===== config.mk =====
export PLATFORM = sky130hd
export DESIGN_NAME = disjoint_set_union_find_flat
export DESIGN_NICKNAME = d
export VERILOG_FILES = /design/src/dsu_pkg.sv /design/src/dsu_if.sv /design/src/dsu_ram.sv /design/src/dsu_find.sv /design/src/disjoint_set_union_find.sv /design/src/flat_wrapper.sv
export SDC_FILE = /design/constraint.sdc
export NUM_CORES = 2
export LEC_CHECK = 0
export BUFFER_PORTS_ARGS = -buffer_cell sky130_fd_sc_hd__buf_2
export CAP_MARGIN = 20
export CELL_PAD_IN_SITES_DETAIL_PLACEMENT = 1
export CELL_PAD_IN_SITES_GLOBAL_PLACEMENT = 1
export CORE_AREA = 2 2 604 606
export CTS_BUF_LIST = sky130_fd_sc_hd__clkbuf_16
export DETAILED_ROUTE_END_ITERATION = 7
export DIE_AREA = 0 0 606 608
export GPL_ROUTABILITY_DRIVEN = 0
export PLACE_DENSITY = 0.57
export REMOVE_ABC_BUFFERS = 1
export SKIP_CTS_REPAIR_TIMING = 1
export SLEW_MARGIN = 20
export SYNTH_ARGS = -nofsm -noshare
export SYNTH_HDL_FRONTEND = slang
export SYNTH_HIERARCHICAL = 1
export SYNTH_SLANG_ARGS = --single-unit

===== constraint.sdc =====
create_clock -name clk -period 19.8 [get_ports clk]
set_input_delay 2.97 -clock clk [delete_from_list [all_inputs] [get_ports clk]]
set_output_delay 2.97 -clock clk [all_outputs]
set_load 0.1 [all_outputs]

===== src/dsu_pkg.sv =====
// Shared types and constants for the disjoint-set union-find engine.
// No dependencies; every other file but dsu_ram imports this package.
package dsu_pkg;

  localparam int NODE_W = 8;
  localparam int ACT_W  = 2;
  localparam int CFG_W  = 9;
  localparam int RANK_W = 4;
  localparam int APB_DW = 32;
  localparam int APB_AW = 3;

  typedef logic [ACT_W-1:0]  action_t;
  typedef logic [NODE_W-1:0] node_t;
  typedef logic [RANK_W-1:0] rank_t;
  typedef logic [CFG_W-1:0]  count_t;

  localparam action_t ACT_FIND  = 2'd0;
  localparam action_t ACT_UNION = 2'd1;
  localparam action_t ACT_CONN  = 2'd2;

  localparam rank_t  RANK_MAX      = 4'd15;
  localparam count_t NUM_NODES_RST = 9'd256;

  // register index, taken from paddr[2]
  localparam logic REG_NUM_NODES = 1'b0;

endpackage


===== src/dsu_if.sv =====
// Valid/ready channel interfaces for the union-find engine request and result words.
// Depends on dsu_pkg.
interface dsu_in_if;
  import dsu_pkg::*;
  logic    valid;
  logic    ready;
  action_t action;
  node_t   node_a;
  node_t   node_b;
  modport source (output valid, action, node_a, node_b, input ready);
  modport sink   (input valid, action, node_a, node_b, output ready);
endinterface

interface dsu_out_if;
  import dsu_pkg::*;
  logic  valid;
  logic  ready;
  node_t root;
  logic  same_set;
  logic  merged;
  logic  bad_index;
  modport source (output valid, root, same_set, merged, bad_index, input ready);
  modport sink   (input valid, root, same_set, merged, bad_index, output ready);
endinterface


===== src/dsu_ram.sv =====
// Generic single-write, single-read RAM with registered read data.
// No dependencies.
module dsu_ram #(
  parameter int WIDTH = 8,
  parameter int DEPTH = 256,
  parameter int AW    = (DEPTH > 1) ? $clog2(DEPTH) : 1
) (
  input  logic             clk,
  input  logic             we,
  input  logic [AW-1:0]    waddr,
  input  logic [WIDTH-1:0] wdata,
  input  logic [AW-1:0]    raddr,
  output logic [WIDTH-1:0] rdata
);

  logic [WIDTH-1:0] mem [DEPTH];
  logic [WIDTH-1:0] rdata_r;

  always_ff @(posedge clk) begin
    if (we) begin
      mem[waddr] <= wdata;
    end
    rdata_r <= mem[raddr];
  end

  assign rdata = rdata_r;

endmodule


===== src/dsu_find.sv =====
// Find unit: walks a parent chain to its root, then walks it again pointing each node at the root.
// Drives the parent RAM ports; one shared equality compare serves both walks. Depends on dsu_pkg.
module dsu_find #(
  parameter int NW = 8
) (
  input  logic          clk,
  input  logic          rst_n,
  input  logic          start,
  input  logic [NW-1:0] node,
  input  logic [NW-1:0] rdata,
  output logic [NW-1:0] raddr,
  output logic          we,
  output logic [NW-1:0] waddr,
  output logic [NW-1:0] wdata,
  output logic          done,
  output logic [NW-1:0] root
);
  import dsu_pkg::*;

  localparam logic [1:0] F_IDLE = 2'd0;
  localparam logic [1:0] F_UP   = 2'd1;
  localparam logic [1:0] F_DOWN = 2'd2;

  logic [1:0]    state_r, state_nxt;
  logic [NW-1:0] r_r, r_nxt;
  logic [NW-1:0] cur_r, cur_nxt;
  logic          hit;

  // shared compare: parent vs current node going up, parent vs root going down
  assign hit = (rdata == r_r);

  always_comb begin
    state_nxt = state_r;
    r_nxt     = r_r;
    cur_nxt   = cur_r;
    raddr     = cur_r;
    we        = 1'b0;
    waddr     = cur_r;
    wdata     = r_r;
    done      = 1'b0;
    case (state_r)
      F_IDLE: begin
        if (start) begin
          r_nxt     = node;
          cur_nxt   = node;
          raddr     = node;
          state_nxt = F_UP;
        end
      end
      F_UP: begin
        if (hit) begin
          raddr     = cur_r;
          state_nxt = F_DOWN;
        end else begin
          r_nxt = rdata;
          raddr = rdata;
        end
      end
      F_DOWN: begin
        we = 1'b1;
        if (hit) begin
          done      = 1'b1;
          state_nxt = F_IDLE;
        end else begin
          cur_nxt = rdata;
          raddr   = rdata;
        end
      end
      default: begin
        state_nxt = F_IDLE;
      end
    endcase
  end

  always_ff @(posedge clk) begin
    if (!rst_n) begin
      state_r <= F_IDLE;
    end else begin
      state_r <= state_nxt;
    end
  end

  always_ff @(posedge clk) begin
    r_r   <= r_nxt;
    cur_r <= cur_nxt;
  end

  assign root = r_r;

endmodule


===== src/disjoint_set_union_find.sv =====
// Top level of the disjoint-set union-find engine: sequencer, rank/union logic, APB register.
// Depends on dsu_pkg, dsu_if, dsu_ram and dsu_find.
//
// One word at a time: find, union by rank, or connected test, each find with path compression.
// A find walks the parent chain up to the root and then down again, bound by the parent
// RAM's one read per cycle. For a union or connected test the root of node_b is sought
// after the path of node_a is compressed; a union that merges then reads both ranks
// before it links the roots. Each item also waits for the result register to drain.
// After reset a clearing pass over all MAX_NODES entries rebuilds the tables; in_ch.ready
// stays low meanwhile, while num_nodes writes are taken. Bad indices and action 3 go
// straight to the result phase; the result word is held in the result registers and
// then in the output register.
module disjoint_set_union_find #(
  parameter int MAX_NODES = 256
) (
  input  logic                        clk,
  input  logic                        rst_n,
  dsu_in_if.sink                      in_ch,
  dsu_out_if.source                   out_ch,
  input  logic                        cfg_psel,
  input  logic                        cfg_penable,
  input  logic                        cfg_pwrite,
  input  logic [dsu_pkg::APB_AW-1:0]  cfg_paddr,
  input  logic [dsu_pkg::APB_DW-1:0]  cfg_pwdata,
  output logic [dsu_pkg::APB_DW-1:0]  cfg_prdata,
  output logic                        cfg_pready
);
  import dsu_pkg::*;

  localparam int          NW      = $clog2(MAX_NODES);
  localparam logic [12:0] LIM_MAX = 13'(MAX_NODES);
  localparam logic [NW-1:0] LAST_IDX = NW'(MAX_NODES - 1);

  localparam logic [2:0] ST_CLR  = 3'd0;
  localparam logic [2:0] ST_IDLE = 3'd1;
  localparam logic [2:0] ST_FA   = 3'd2;
  localparam logic [2:0] ST_FBGO = 3'd3;
  localparam logic [2:0] ST_FB   = 3'd4;
  localparam logic [2:0] ST_RKA  = 3'd5;
  localparam logic [2:0] ST_RKB  = 3'd6;
  localparam logic [2:0] ST_RES  = 3'd7;

  logic [2:0]    state_r, state_nxt;
  logic [NW-1:0] clr_idx_r, clr_idx_nxt;
  count_t        num_nodes_r;
  action_t       act_r, act_nxt;
  node_t         b_r, b_nxt;
  logic [NW-1:0] ra_r, ra_nxt;
  logic [NW-1:0] rb_r, rb_nxt;
  rank_t         rka_r, rka_nxt;
  node_t         res_root_r, res_root_nxt;
  logic          res_same_r, res_same_nxt;
  logic          res_merged_r, res_merged_nxt;
  logic          res_bad_r, res_bad_nxt;
  logic          out_valid_r, out_valid_nxt;
  node_t         out_root_r;
  logic          out_same_r, out_merged_r, out_bad_r;
  logic          out_load;

  logic          accept, a_ok, b_ok, same;
  logic          f_start, f_we, f_done;
  logic [NW-1:0] f_node, f_raddr, f_waddr, f_wdata, f_root;
  logic          p_we, mg_we;
  logic [NW-1:0] p_waddr, p_wdata, p_rdata, mg_waddr, mg_wdata;
  logic          rk_we;
  logic [NW-1:0] rk_waddr, rk_raddr;
  rank_t         rk_wdata, rk_rdata;

  // range checks against min(num_nodes, MAX_NODES)
  assign a_ok = ({1'b0, in_ch.node_a} < num_nodes_r) && (13'(in_ch.node_a) < LIM_MAX);
  assign b_ok = ({1'b0, in_ch.node_b} < num_nodes_r) && (13'(in_ch.node_b) < LIM_MAX);
  assign same = (ra_r == f_root);

  assign in_ch.ready = (state_r == ST_IDLE);
  assign accept      = in_ch.valid && in_ch.ready;
  assign out_load    = (state_r == ST_RES) && (!out_valid_r || out_ch.ready);

  always_comb begin
    state_nxt      = state_r;
    clr_idx_nxt    = clr_idx_r;
    act_nxt        = act_r;
    b_nxt          = b_r;
    ra_nxt         = ra_r;
    rb_nxt         = rb_r;
    rka_nxt        = rka_r;
    res_root_nxt   = res_root_r;
    res_same_nxt   = res_same_r;
    res_merged_nxt = res_merged_r;
    res_bad_nxt    = res_bad_r;
    f_start        = 1'b0;
    f_node         = NW'(in_ch.node_a);
    mg_we          = 1'b0;
    mg_waddr       = rb_r;
    mg_wdata       = ra_r;
    rk_we          = 1'b0;
    rk_waddr       = ra_r;
    rk_wdata       = rka_r + 4'd1;
    case (state_r)
      ST_CLR: begin
        clr_idx_nxt = clr_idx_r + 1'b1;
        if (clr_idx_r == LAST_IDX) begin
          state_nxt = ST_IDLE;
        end
      end
      ST_IDLE: begin
        if (accept) begin
          act_nxt        = in_ch.action;
          b_nxt          = in_ch.node_b;
          res_root_nxt   = '0;
          res_same_nxt   = 1'b0;
          res_merged_nxt = 1'b0;
          res_bad_nxt    = 1'b0;
          state_nxt      = ST_RES;
          case (in_ch.action)
            ACT_FIND: begin
              if (a_ok) begin
                f_start   = 1'b1;
                state_nxt = ST_FA;
              end else begin
                res_bad_nxt = 1'b1;
              end
            end
            ACT_UNION, ACT_CONN: begin
              if (a_ok && b_ok) begin
                f_start   = 1'b1;
                state_nxt = ST_FA;
              end else begin
                res_bad_nxt = 1'b1;
              end
            end
            default: begin
              state_nxt = ST_RES;
            end
          endcase
        end
      end
      ST_FA: begin
        if (f_done) begin
          ra_nxt = f_root;
          if (act_r == ACT_FIND) begin
            res_root_nxt = NODE_W'(f_root);
            state_nxt    = ST_RES;
          end else begin
            state_nxt = ST_FBGO;
          end
        end
      end
      ST_FBGO: begin
        f_start   = 1'b1;
        f_node    = NW'(b_r);
        state_nxt = ST_FB;
      end
      ST_FB: begin
        if (f_done) begin
          rb_nxt       = f_root;
          res_root_nxt = NODE_W'(ra_r);
          res_same_nxt = same;
          if (act_r == ACT_UNION && !same) begin
            state_nxt = ST_RKA;
          end else begin
            state_nxt = ST_RES;
          end
        end
      end
      ST_RKA: begin
        rka_nxt   = rk_rdata;
        state_nxt = ST_RKB;
      end
      ST_RKB: begin
        res_merged_nxt = 1'b1;
        mg_we          = 1'b1;
        if (rka_r < rk_rdata) begin
          mg_waddr     = ra_r;
          mg_wdata     = rb_r;
          res_root_nxt = NODE_W'(rb_r);
        end else if (rka_r == rk_rdata && rka_r != RANK_MAX) begin
          rk_we = 1'b1;
        end
        state_nxt = ST_RES;
      end
      ST_RES: begin
        if (out_load) begin
          state_nxt = ST_IDLE;
        end
      end
      default: begin
        state_nxt = ST_IDLE;
      end
    endcase
  end

  // parent RAM write port: find unit, clearing pass, or union link
  always_comb begin
    p_we    = f_we || mg_we || (state_r == ST_CLR);
    p_waddr = mg_waddr;
    p_wdata = mg_wdata;
    if (f_we) begin
      p_waddr = f_waddr;
      p_wdata = f_wdata;
    end else if (state_r == ST_CLR) begin
      p_waddr = clr_idx_r;
      p_wdata = clr_idx_r;
    end
  end

  assign rk_raddr = (state_r == ST_FB) ? ra_r : rb_r;

  dsu_ram #(.WIDTH(NW), .DEPTH(MAX_NODES), .AW(NW)) u_parent (
    .clk   (clk),
    .we    (p_we),
    .waddr (p_waddr),
    .wdata (p_wdata),
    .raddr (f_raddr),
    .rdata (p_rdata)
  );

  dsu_ram #(.WIDTH(RANK_W), .DEPTH(MAX_NODES), .AW(NW)) u_rank (
    .clk   (clk),
    .we    (rk_we || (state_r == ST_CLR)),
    .waddr ((state_r == ST_CLR) ? clr_idx_r : rk_waddr),
    .wdata ((state_r == ST_CLR) ? '0 : rk_wdata),
    .raddr (rk_raddr),
    .rdata (rk_rdata)
  );

  dsu_find #(.NW(NW)) u_find (
    .clk   (clk),
    .rst_n (rst_n),
    .start (f_start),
    .node  (f_node),
    .rdata (p_rdata),
    .raddr (f_raddr),
    .we    (f_we),
    .waddr (f_waddr),
    .wdata (f_wdata),
    .done  (f_done),
    .root  (f_root)
  );

  always_comb begin
    out_valid_nxt = out_valid_r && !out_ch.ready;
    if (out_load) begin
      out_valid_nxt = 1'b1;
    end
  end

  always_ff @(posedge clk) begin
    if (!rst_n) begin
      state_r     <= ST_CLR;
      clr_idx_r   <= '0;
      out_valid_r <= 1'b0;
      num_nodes_r <= NUM_NODES_RST;
    end else begin
      state_r     <= state_nxt;
      clr_idx_r   <= clr_idx_nxt;
      out_valid_r <= out_valid_nxt;
      if (cfg_psel && cfg_penable && cfg_pwrite && cfg_paddr[2] == REG_NUM_NODES) begin
        num_nodes_r <= cfg_pwdata[CFG_W-1:0];
      end
    end
  end

  always_ff @(posedge clk) begin
    act_r        <= act_nxt;
    b_r          <= b_nxt;
    ra_r         <= ra_nxt;
    rb_r         <= rb_nxt;
    rka_r        <= rka_nxt;
    res_root_r   <= res_root_nxt;
    res_same_r   <= res_same_nxt;
    res_merged_r <= res_merged_nxt;
    res_bad_r    <= res_bad_nxt;
    if (out_load) begin
      out_root_r   <= res_root_r;
      out_same_r   <= res_same_r;
      out_merged_r <= res_merged_r;
      out_bad_r    <= res_bad_r;
    end
  end

  assign out_ch.valid     = out_valid_r;
  assign out_ch.root      = out_root_r;
  assign out_ch.same_set  = out_same_r;
  assign out_ch.merged    = out_merged_r;
  assign out_ch.bad_index = out_bad_r;

  assign cfg_pready = 1'b1;
  assign cfg_prdata = (cfg_paddr[2] == REG_NUM_NODES) ? APB_DW'(num_nodes_r) : '0;

  a_done_in_find: assert property (@(posedge clk) disable iff (!rst_n)
    f_done |-> (state_r == ST_FA || state_r == ST_FB))
    else $error("find unit finished outside a find phase");

  a_we_in_find: assert property (@(posedge clk) disable iff (!rst_n)
    f_we |-> (state_r == ST_FA || state_r == ST_FB))
    else $error("find unit wrote the parent table outside a find phase");

  a_valid_from_res: assert property (@(posedge clk) disable iff (!rst_n)
    $rose(out_valid_r) |-> $past(state_r == ST_RES))
    else $error("result word appeared without a result phase");

  a_merge_clean: assert property (@(posedge clk) disable iff (!rst_n)
    out_valid_r |-> !(out_merged_r && (out_same_r || out_bad_r)))
    else $error("merged word also flagged same set or bad index");

endmodule


===== src/flat_wrapper.sv =====
// flat-port wrapper written by rule: the top's interface ports become plain ports
module disjoint_set_union_find_flat import dsu_pkg::*;
#(
  parameter int MAX_NODES = 256
)
  (clk, rst_n, cfg_psel, cfg_penable, cfg_pwrite, cfg_paddr, cfg_pwdata, cfg_prdata, cfg_pready, in_ch_valid, in_ch_action, in_ch_node_a, in_ch_node_b, in_ch_ready, out_ch_valid, out_ch_root, out_ch_same_set, out_ch_merged, out_ch_bad_index, out_ch_ready);
  dsu_in_if in_ch_i ();
  dsu_out_if out_ch_i ();
  input  logic clk;
  input  logic rst_n;
  input  logic cfg_psel;
  input  logic cfg_penable;
  input  logic cfg_pwrite;
  input  logic [dsu_pkg::APB_AW-1:0] cfg_paddr;
  input  logic [dsu_pkg::APB_DW-1:0] cfg_pwdata;
  output logic [dsu_pkg::APB_DW-1:0] cfg_prdata;
  output logic cfg_pready;
  input wire logic [$bits(in_ch_i.valid)-1:0] in_ch_valid;
  input wire logic [$bits(in_ch_i.action)-1:0] in_ch_action;
  input wire logic [$bits(in_ch_i.node_a)-1:0] in_ch_node_a;
  input wire logic [$bits(in_ch_i.node_b)-1:0] in_ch_node_b;
  output wire logic [$bits(in_ch_i.ready)-1:0] in_ch_ready;
  output wire logic [$bits(out_ch_i.valid)-1:0] out_ch_valid;
  output wire logic [$bits(out_ch_i.root)-1:0] out_ch_root;
  output wire logic [$bits(out_ch_i.same_set)-1:0] out_ch_same_set;
  output wire logic [$bits(out_ch_i.merged)-1:0] out_ch_merged;
  output wire logic [$bits(out_ch_i.bad_index)-1:0] out_ch_bad_index;
  input wire logic [$bits(out_ch_i.ready)-1:0] out_ch_ready;
  assign in_ch_i.valid = in_ch_valid;
  assign in_ch_i.action = in_ch_action;
  assign in_ch_i.node_a = in_ch_node_a;
  assign in_ch_i.node_b = in_ch_node_b;
  assign in_ch_ready = in_ch_i.ready;
  assign out_ch_valid = out_ch_i.valid;
  assign out_ch_root = out_ch_i.root;
  assign out_ch_same_set = out_ch_i.same_set;
  assign out_ch_merged = out_ch_i.merged;
  assign out_ch_bad_index = out_ch_i.bad_index;
  assign out_ch_i.ready = out_ch_ready;
  disjoint_set_union_find #(.MAX_NODES(MAX_NODES)) u_core (.clk(clk), .rst_n(rst_n), .in_ch(in_ch_i), .out_ch(out_ch_i), .cfg_psel(cfg_psel), .cfg_penable(cfg_penable), .cfg_pwrite(cfg_pwrite), .cfg_paddr(cfg_paddr), .cfg_pwdata(cfg_pwdata), .cfg_prdata(cfg_prdata), .cfg_pready(cfg_pready));
endmodule

# Yosys cells after proc, flatten, opt, wreduce, memory -nomap -nowiden
# Memories as Yosys holds them, arrays and structs flattened. A register that Yosys moved wholly into a read port is not among the register bits.
# Cells that the tools add are included.
# totals
memories,2
regBits,91
out_inout_bits,46
ramBits,3072
# op_classes
bitwise,1
eq_ne,28
addsub,2
n_mux,65
order_cmp,3
reduce_logical,36
# mem_list
name,depth,width,rd,rd_ports_with_merged_regs,wr,line,rtl
u_core.u_parent.mem,256,8,1,1,1,dsu_ram.sv:16,logic [WIDTH-1:0] mem [DEPTH];
u_core.u_rank.mem,256,4,1,1,1,dsu_ram.sv:16,
# ops
op,count
$mux W8,20
$pmux W8 S2,3
$pmux W8 S4,1
$mux W3,8
$pmux W3 S8,1
$mux W1,19
$lt A8 B9 Y1,2
$eq A8 B8 Y1,2
$ne A2 B1 Y1 const B,7
$eq A3 B3 Y1 const B,4
$pmux W1 S2,5
$logic_and A1 B1 Y1,9
$mux W9,1
$reduce_and A3 Y1,3
$add A8 B1 Y8 const B,1
$eq A8 B8 Y1 const B,1
$mux W2,4
$ne A2 B2 Y1 const B,4
$reduce_and A2 Y1,4
$reduce_bool A2 Y1,4
$eq A2 B1 Y1 const B,3
$eq A3 B2 Y1 const B,2
$logic_not A2 Y1,3
$pmux W2 S3,1
other kinds (16),23

# Depth between registers and ports, before layout
# logic_depth
ltp_word,8
ltp_mapped,23
mapped_depth_nobuf,17

# By module
# The synthesis kept the hierarchy.
# modules_own_cells
mod,seq_area_each_um2,cells_each,instances,area_per_inst_um2
dsu_ram (u_core.u_parent),61659.1,3733,1,79556.3
dsu_ram (u_core.u_rank),30829.6,2051,1,40675.3
disjoint_set_union_find,1981.9,487,1,4575.6
dsu_find,520.5,167,1,1605.3

# Worst setup path before layout
# No wires, ideal clock.
# synth_timing
path_type,register to register
from,register u_core.rka_r[1]
to,"memory u_core.u_parent.mem[0][0], data pin"
n_path_buf,0
arrival_ps,11726
path_stages_with_launch,7
setup_ps,2234
slack_ps,5840
cell_sequence,edfxtp_1 -> ha_1 -> nor2b_1 -> o21a_1 -> o21ai_2 -> a21oi_1 -> o31ai_1
# synth_via
elab_chain_cells,5
# synth_lines
item,line,rtl
"start, declared",disjoint_set_union_find.sv:50,"rank_t rka_r, rka_nxt;"
"start signal, assigned",disjoint_set_union_find.sv:268,rka_r <= rka_nxt;
$lt A4 B4 Y1,disjoint_set_union_find.sv:172,if (rka_r < rk_rdata) begin
$mux W8,disjoint_set_union_find.sv:172,
$mux W8,disjoint_set_union_find.sv:98,case (state_r)
$mux W8,disjoint_set_union_find.sv:200,end else if (state_r == ST_CLR) begin
$mux W8,disjoint_set_union_find.sv:197,if (f_we) begin
net u_core.p_wdata[0],disjoint_set_union_find.sv:64,"logic [NW-1:0] p_waddr, p_wdata, p_rdata, mg_waddr, mg_wdata;"
"end, declared",dsu_ram.sv:16,
# The timed path passes the listed nets, and every way through them passes these cells.

# Final worst setup path
# layout_timing
from,input port in_ch_node_a[7]
to,"register u_core.u_parent.rdata_r[4], in the netlist u_core/u_parent/rdata[4] (read register of u_core.u_parent.mem)"
# layout_via
elab_chain_cells,8
# layout_lines
item,line,rtl
"start, declared",flat_wrapper.sv:20,input wire logic [$bits(in_ch_i.node_a)-1:0] in_ch_node_a;
$lt A8 B9 Y1 *,disjoint_set_union_find.sv:70,"assign a_ok = ({1'b0, in_ch.node_a} < num_nodes_r) && (13'(in_ch.node_a) < LIM_MAX);"
$logic_and A1 B1 Y1,disjoint_set_union_find.sv:124,if (a_ok && b_ok) begin
$mux W1,disjoint_set_union_find.sv:124,
$pmux W1 S2 *,disjoint_set_union_find.sv:114,case (in_ch.action)
$mux W1 *,disjoint_set_union_find.sv:106,if (accept) begin
$pmux W1 S2 *,disjoint_set_union_find.sv:98,
net u_core.f_start,disjoint_set_union_find.sv:61,"logic f_start, f_we, f_done;"
$mux W8 *,dsu_find.sv:43,if (start) begin
$pmux W8 S2 *,dsu_find.sv:41,case (state_r)
net u_core.f_raddr[0],disjoint_set_union_find.sv:62,"logic [NW-1:0] f_node, f_raddr, f_waddr, f_wdata, f_root;"
"end, declared",dsu_ram.sv:17,logic [WIDTH-1:0] rdata_r;
# Mark *: on every way through the listed nets, which the timed path passes. The rest lies on a longest branch.
# A chain may end at the register's enable or synchronous reset.

==> flow_metrics.py <==
metrics = {
    "detailed_routing": {
        "drt-total-wl_mm": 338,
        "remaining_drc_errors": 0,
        "routed_via_density": 5.42,
        "dr.pass1.iters": 5,
        "drtIter0Drc": 5752,
        "via_count": 62800,
        "avgRoutedWirePerCell_um": 29.2,
        "drtAntennaViolNets": 0,
    },
    "logic_synthesis": {
        "synth_seq_cells": 3175,
        "netlist_area_um2": 126000,
        "yosys_most_used_dff": "edfxtp_1",
        "avgSynthCellArea_um2": 19.6,
        "ys_async_sr_fraction_pct": 0,
        "synth_edf_count": 3140,
        "yosysSeqAreaShare_pct": 75.1,
        "yosysTopAreaCellShare_pct": 74.6,
        "yosysTopAreaCell": "edfxtp_1",
        "synth_area_leaders": "edfxtp_1 (75%), mux4_2 (13%), nor2_1 (1.8%)",
        "ys_warn_count": 6,
        "synth_cell_types": 88,
        "synth_cells": 6438,
    },
    "cells_and_area": {
        "final-seq-area_um2": 95000,
        "final_net_count": 6645,
        "drive_gt1_share_pct": 21.6,
        "final_common_cell": "edfxtp_1",
        "area_growth_pct": 12.4,
        "fillCellCount": 34800,
        "multi_input_area_um2": 29100,
        "layoutNonFillerInstCount": 11600,
        "final_cell_mix": "edfxtp_1 (3140), mux4_2 (704), nor2_1 (595)",
    },
    "timing": {
        "fmax_mhz": 108,
        "finalCritPeriodShare_pct": 47.0,
        "hold_viol": 0,
        "tightest_slew_ns": 1.24,
        "fin_skew_ns": 0.0450,
        "fin_crit_ns": 9.30,
        "setup_viol": 0,
        "rsz0062_at_grt": "false",
        "setup_tns_ns": 0,
        "worst_slack_ns": 10.50,
        "maxSlewHeadroom_pct": 17.1,
        "slew_viol_final": 0,
        "whs_ns": 0.423,
    },
    "outcome": {
        "outcome": "finished, final reports clean",
    },
    "placement": {
        "post-place-ws_ns": 9.45,
        "io_buffers": 56,
        "dp.cells": 11000,
        "hpwl_mm": 206,
    },
    "global_route": {
        "grt_pass1_wl_mm": 487,
        "grt_start_max_net_pins": 213,
        "gr-usage-all-layers_pct": 18.1,
        "antenna_found_initial": 15,
        "grt_pass1_vias": 66300,
        "grt.overflow.total": 0,
    },
    "critical_path": {
        "worstReg2RegStart": "u_core/state_r[0]$_SDFFE_PN0P_",
        "cp-startpoint": "in_ch_node_a[7]",
        "critPathCaptureType": "flop",
        "crit_buf_inv": 5,
        "slowest_delay_ns": 0.89,
        "critPathRequiredTime_ns": 20.50,
        "reg2reg_depth": 21,
        "crit_chain": "buf_2 > ha_1 > and4b_1 > and3_1 > a211o_1 > nor3_1 > or2_1 > mux2_2 > a21oi_1 > a21oi_1 > a311o_2 > buf_4 > buf_12 > buf_12 > buf_4 > mux4_2 > a22oi_1 > a21oi_1 > nor4_1 > nor4_1",
        "crit_type": "in -> reg",
        "crit_cells": 20,
        "cp-start-kind": "input port",
        "cpMostUsedCell": "a21oi_1",
        "critPathTopFamily": "buffers and inverters",
        "r2r_setup_slack_ns": 11.90,
        "crit_arrival_ns": 10.00,
        "crit_fanout": 88,
        "cp_slowest_cell": "nor4_1",
        "rr_endpoint": "u_core/u_parent/rdata[4]$_DFF_P_",
        "critPathCapture": "u_core/u_parent/rdata[4]$_DFF_P_",
    },
    "floorplan": {
        "rows": 221,
        "die_area_um2": 368000,
        "core_um2": 362000,
        "initial_core_util_pct": 35.0,
        "dieHeight_um": 608,
        "die_w_um": 606,
        "io_pins": 106,
    },
    "clock_network": {
        "htree_levels": 5,
        "cts_made_buffers": 331,
        "clk_latency_ns": 0.88,
        "path_clk_slew_ns": 0.06,
        "cts_sinks": 3175,
        "cts_tree": "done",
        "clockBufferDepth": 4,
        "root_buffer": "clkbuf_16",
    },
    "power_and_ir_drop": {
        "power_density_nw_per_um2": 122,
        "ir_drop_mv": 0.126,
        "p_leak_uw": 0.0429,
        "power_uw": 17400,
    },
    "run": {
        "cap_violations": 0,
    },
    "min_path": {
        "min_path_type": "reg -> reg",
    },
}
==> cells in the mapped netlist (all sizes together) (4+ instances only) <==
library cell / number
edfxtp: 3140
nor4: 32
o211ai: 27
nor2: 603
nand2: 163
o221ai: 55
nor3: 55
nand4: 33
o22ai: 50
or2: 10
inv: 39
o22a: 5
nor2b: 64
a211oi: 36
and3: 5
o21ai: 47
or3: 20
buf: 236
a22oi: 173
nor3b: 5
a21boi: 4
mux2i: 199
a311o: 8
a22o: 8
mux4: 706
a31oi: 11
nand2b: 22
a221oi: 30
mux2: 47
clkbuf: 195
nand3: 84
dfxtp: 35
xnor2: 19
o32ai: 6
ha: 27
a2111oi: 14
and4: 4
o311ai: 4
and2: 13
xor2: 4
a21oi: 156
==> flip-flops by register name (all words and copies together) (netlist names), 2 cells and up <==
register	flops
u_core/res_root_r	8
u_core/rb_r	8
u_core/u_rank/rdata	4
u_core/act_r	2
u_core/num_nodes_r	9
u_core/u_find/waddr	8
u_core/u_parent/mem	2048
u_core/state_r	3
u_core/u_rank/mem	1024
u_core/clr_idx_r	8
u_core/u_find/root	8
u_core/b_r	8
u_core/rka_r	4
u_core/u_find/state_r	2
u_core/u_parent/rdata	8
u_core/ra_r	8
u_core/out_ch.root	8
==> cell families (layout without fill, tap and decap cells) <==
family                     after synthesis  count (layout)  share of synthesized area, %
AOI/OAI and AO/OA                      658             658                          3.69
xor gates and xnor gates                23              23                         0.159
adders and majority gates               27              27                         0.267
buffers and inverters                  473             813                          2.15
DFF                                   3175            3175                          75.1
muxes                                  952             952                          14.6
other                                    2              28                       0.00594
and+or+nand+nor                       1128            1128                          4.01
==> per-layer routing <==
metal	wire length [um]	up-vias	share of wire (%)	global-route usage, %
met5	0	-	0	0
met1	144000	34100	43	24.8
met4	8610	0	2.5	4.78
met3	16500	452	4.9	2.40
li1	-	26700	-	-
met2	169000	1657	50	30.5
==> metrics by stage <==
stage / util, % / area (um2)
6_report: 39.3 / 142000
5_1_grt: 39.3 / 142000
4_1_cts: 39.3 / 142000
3_5_place_dp: 36.4 / 132000
3_3_place_gp: 36.4 / 132000
2_1_floorplan: - / 124000
==> where the power goes <==
group | internal, uW | total [uW] | switching (uW)
combinational | 1550 | 3930 | 2380
sequential | 7360 | 7430 | 68.4
clock | 3450 | 6000 | 2550
==> area by class of cell <==
class	count	share of cell area, %
Clock inverter	233	1.22
Clock buffer	342	6.02
Timing Repair Buffer	196	1.06
Tap cell	4794	4.22
Multi-Input combinational cell	2812	20.5
Inverter	42	0.111
Antenna cell	4	0.00705
Sequential cell	3175	66.9
==> worst min path at each step <==
stage          depth (start not counted)                                 to                            from
3_5_place_dp                           0    u_core/out_ch.root[0]$_DFFE_PP_  u_core/res_root_r[0]$_DFFE_PP_
4_1_cts                                0    u_core/out_ch.root[1]$_DFFE_PP_  u_core/res_root_r[1]$_DFFE_PP_
3_3_place_gp                           0    u_core/out_ch.root[2]$_DFFE_PP_  u_core/res_root_r[2]$_DFFE_PP_
2_1_floorplan                          0  u_core/out_ch.bad_index$_DFFE_PP_      u_core/res_bad_r$_DFFE_PP_
5_1_grt                                0    u_core/out_ch.root[0]$_DFFE_PP_  u_core/res_root_r[0]$_DFFE_PP_
6_report                               0    u_core/out_ch.root[2]$_DFFE_PP_  u_core/res_root_r[2]$_DFFE_PP_
(Power assumes the default switching activity.)
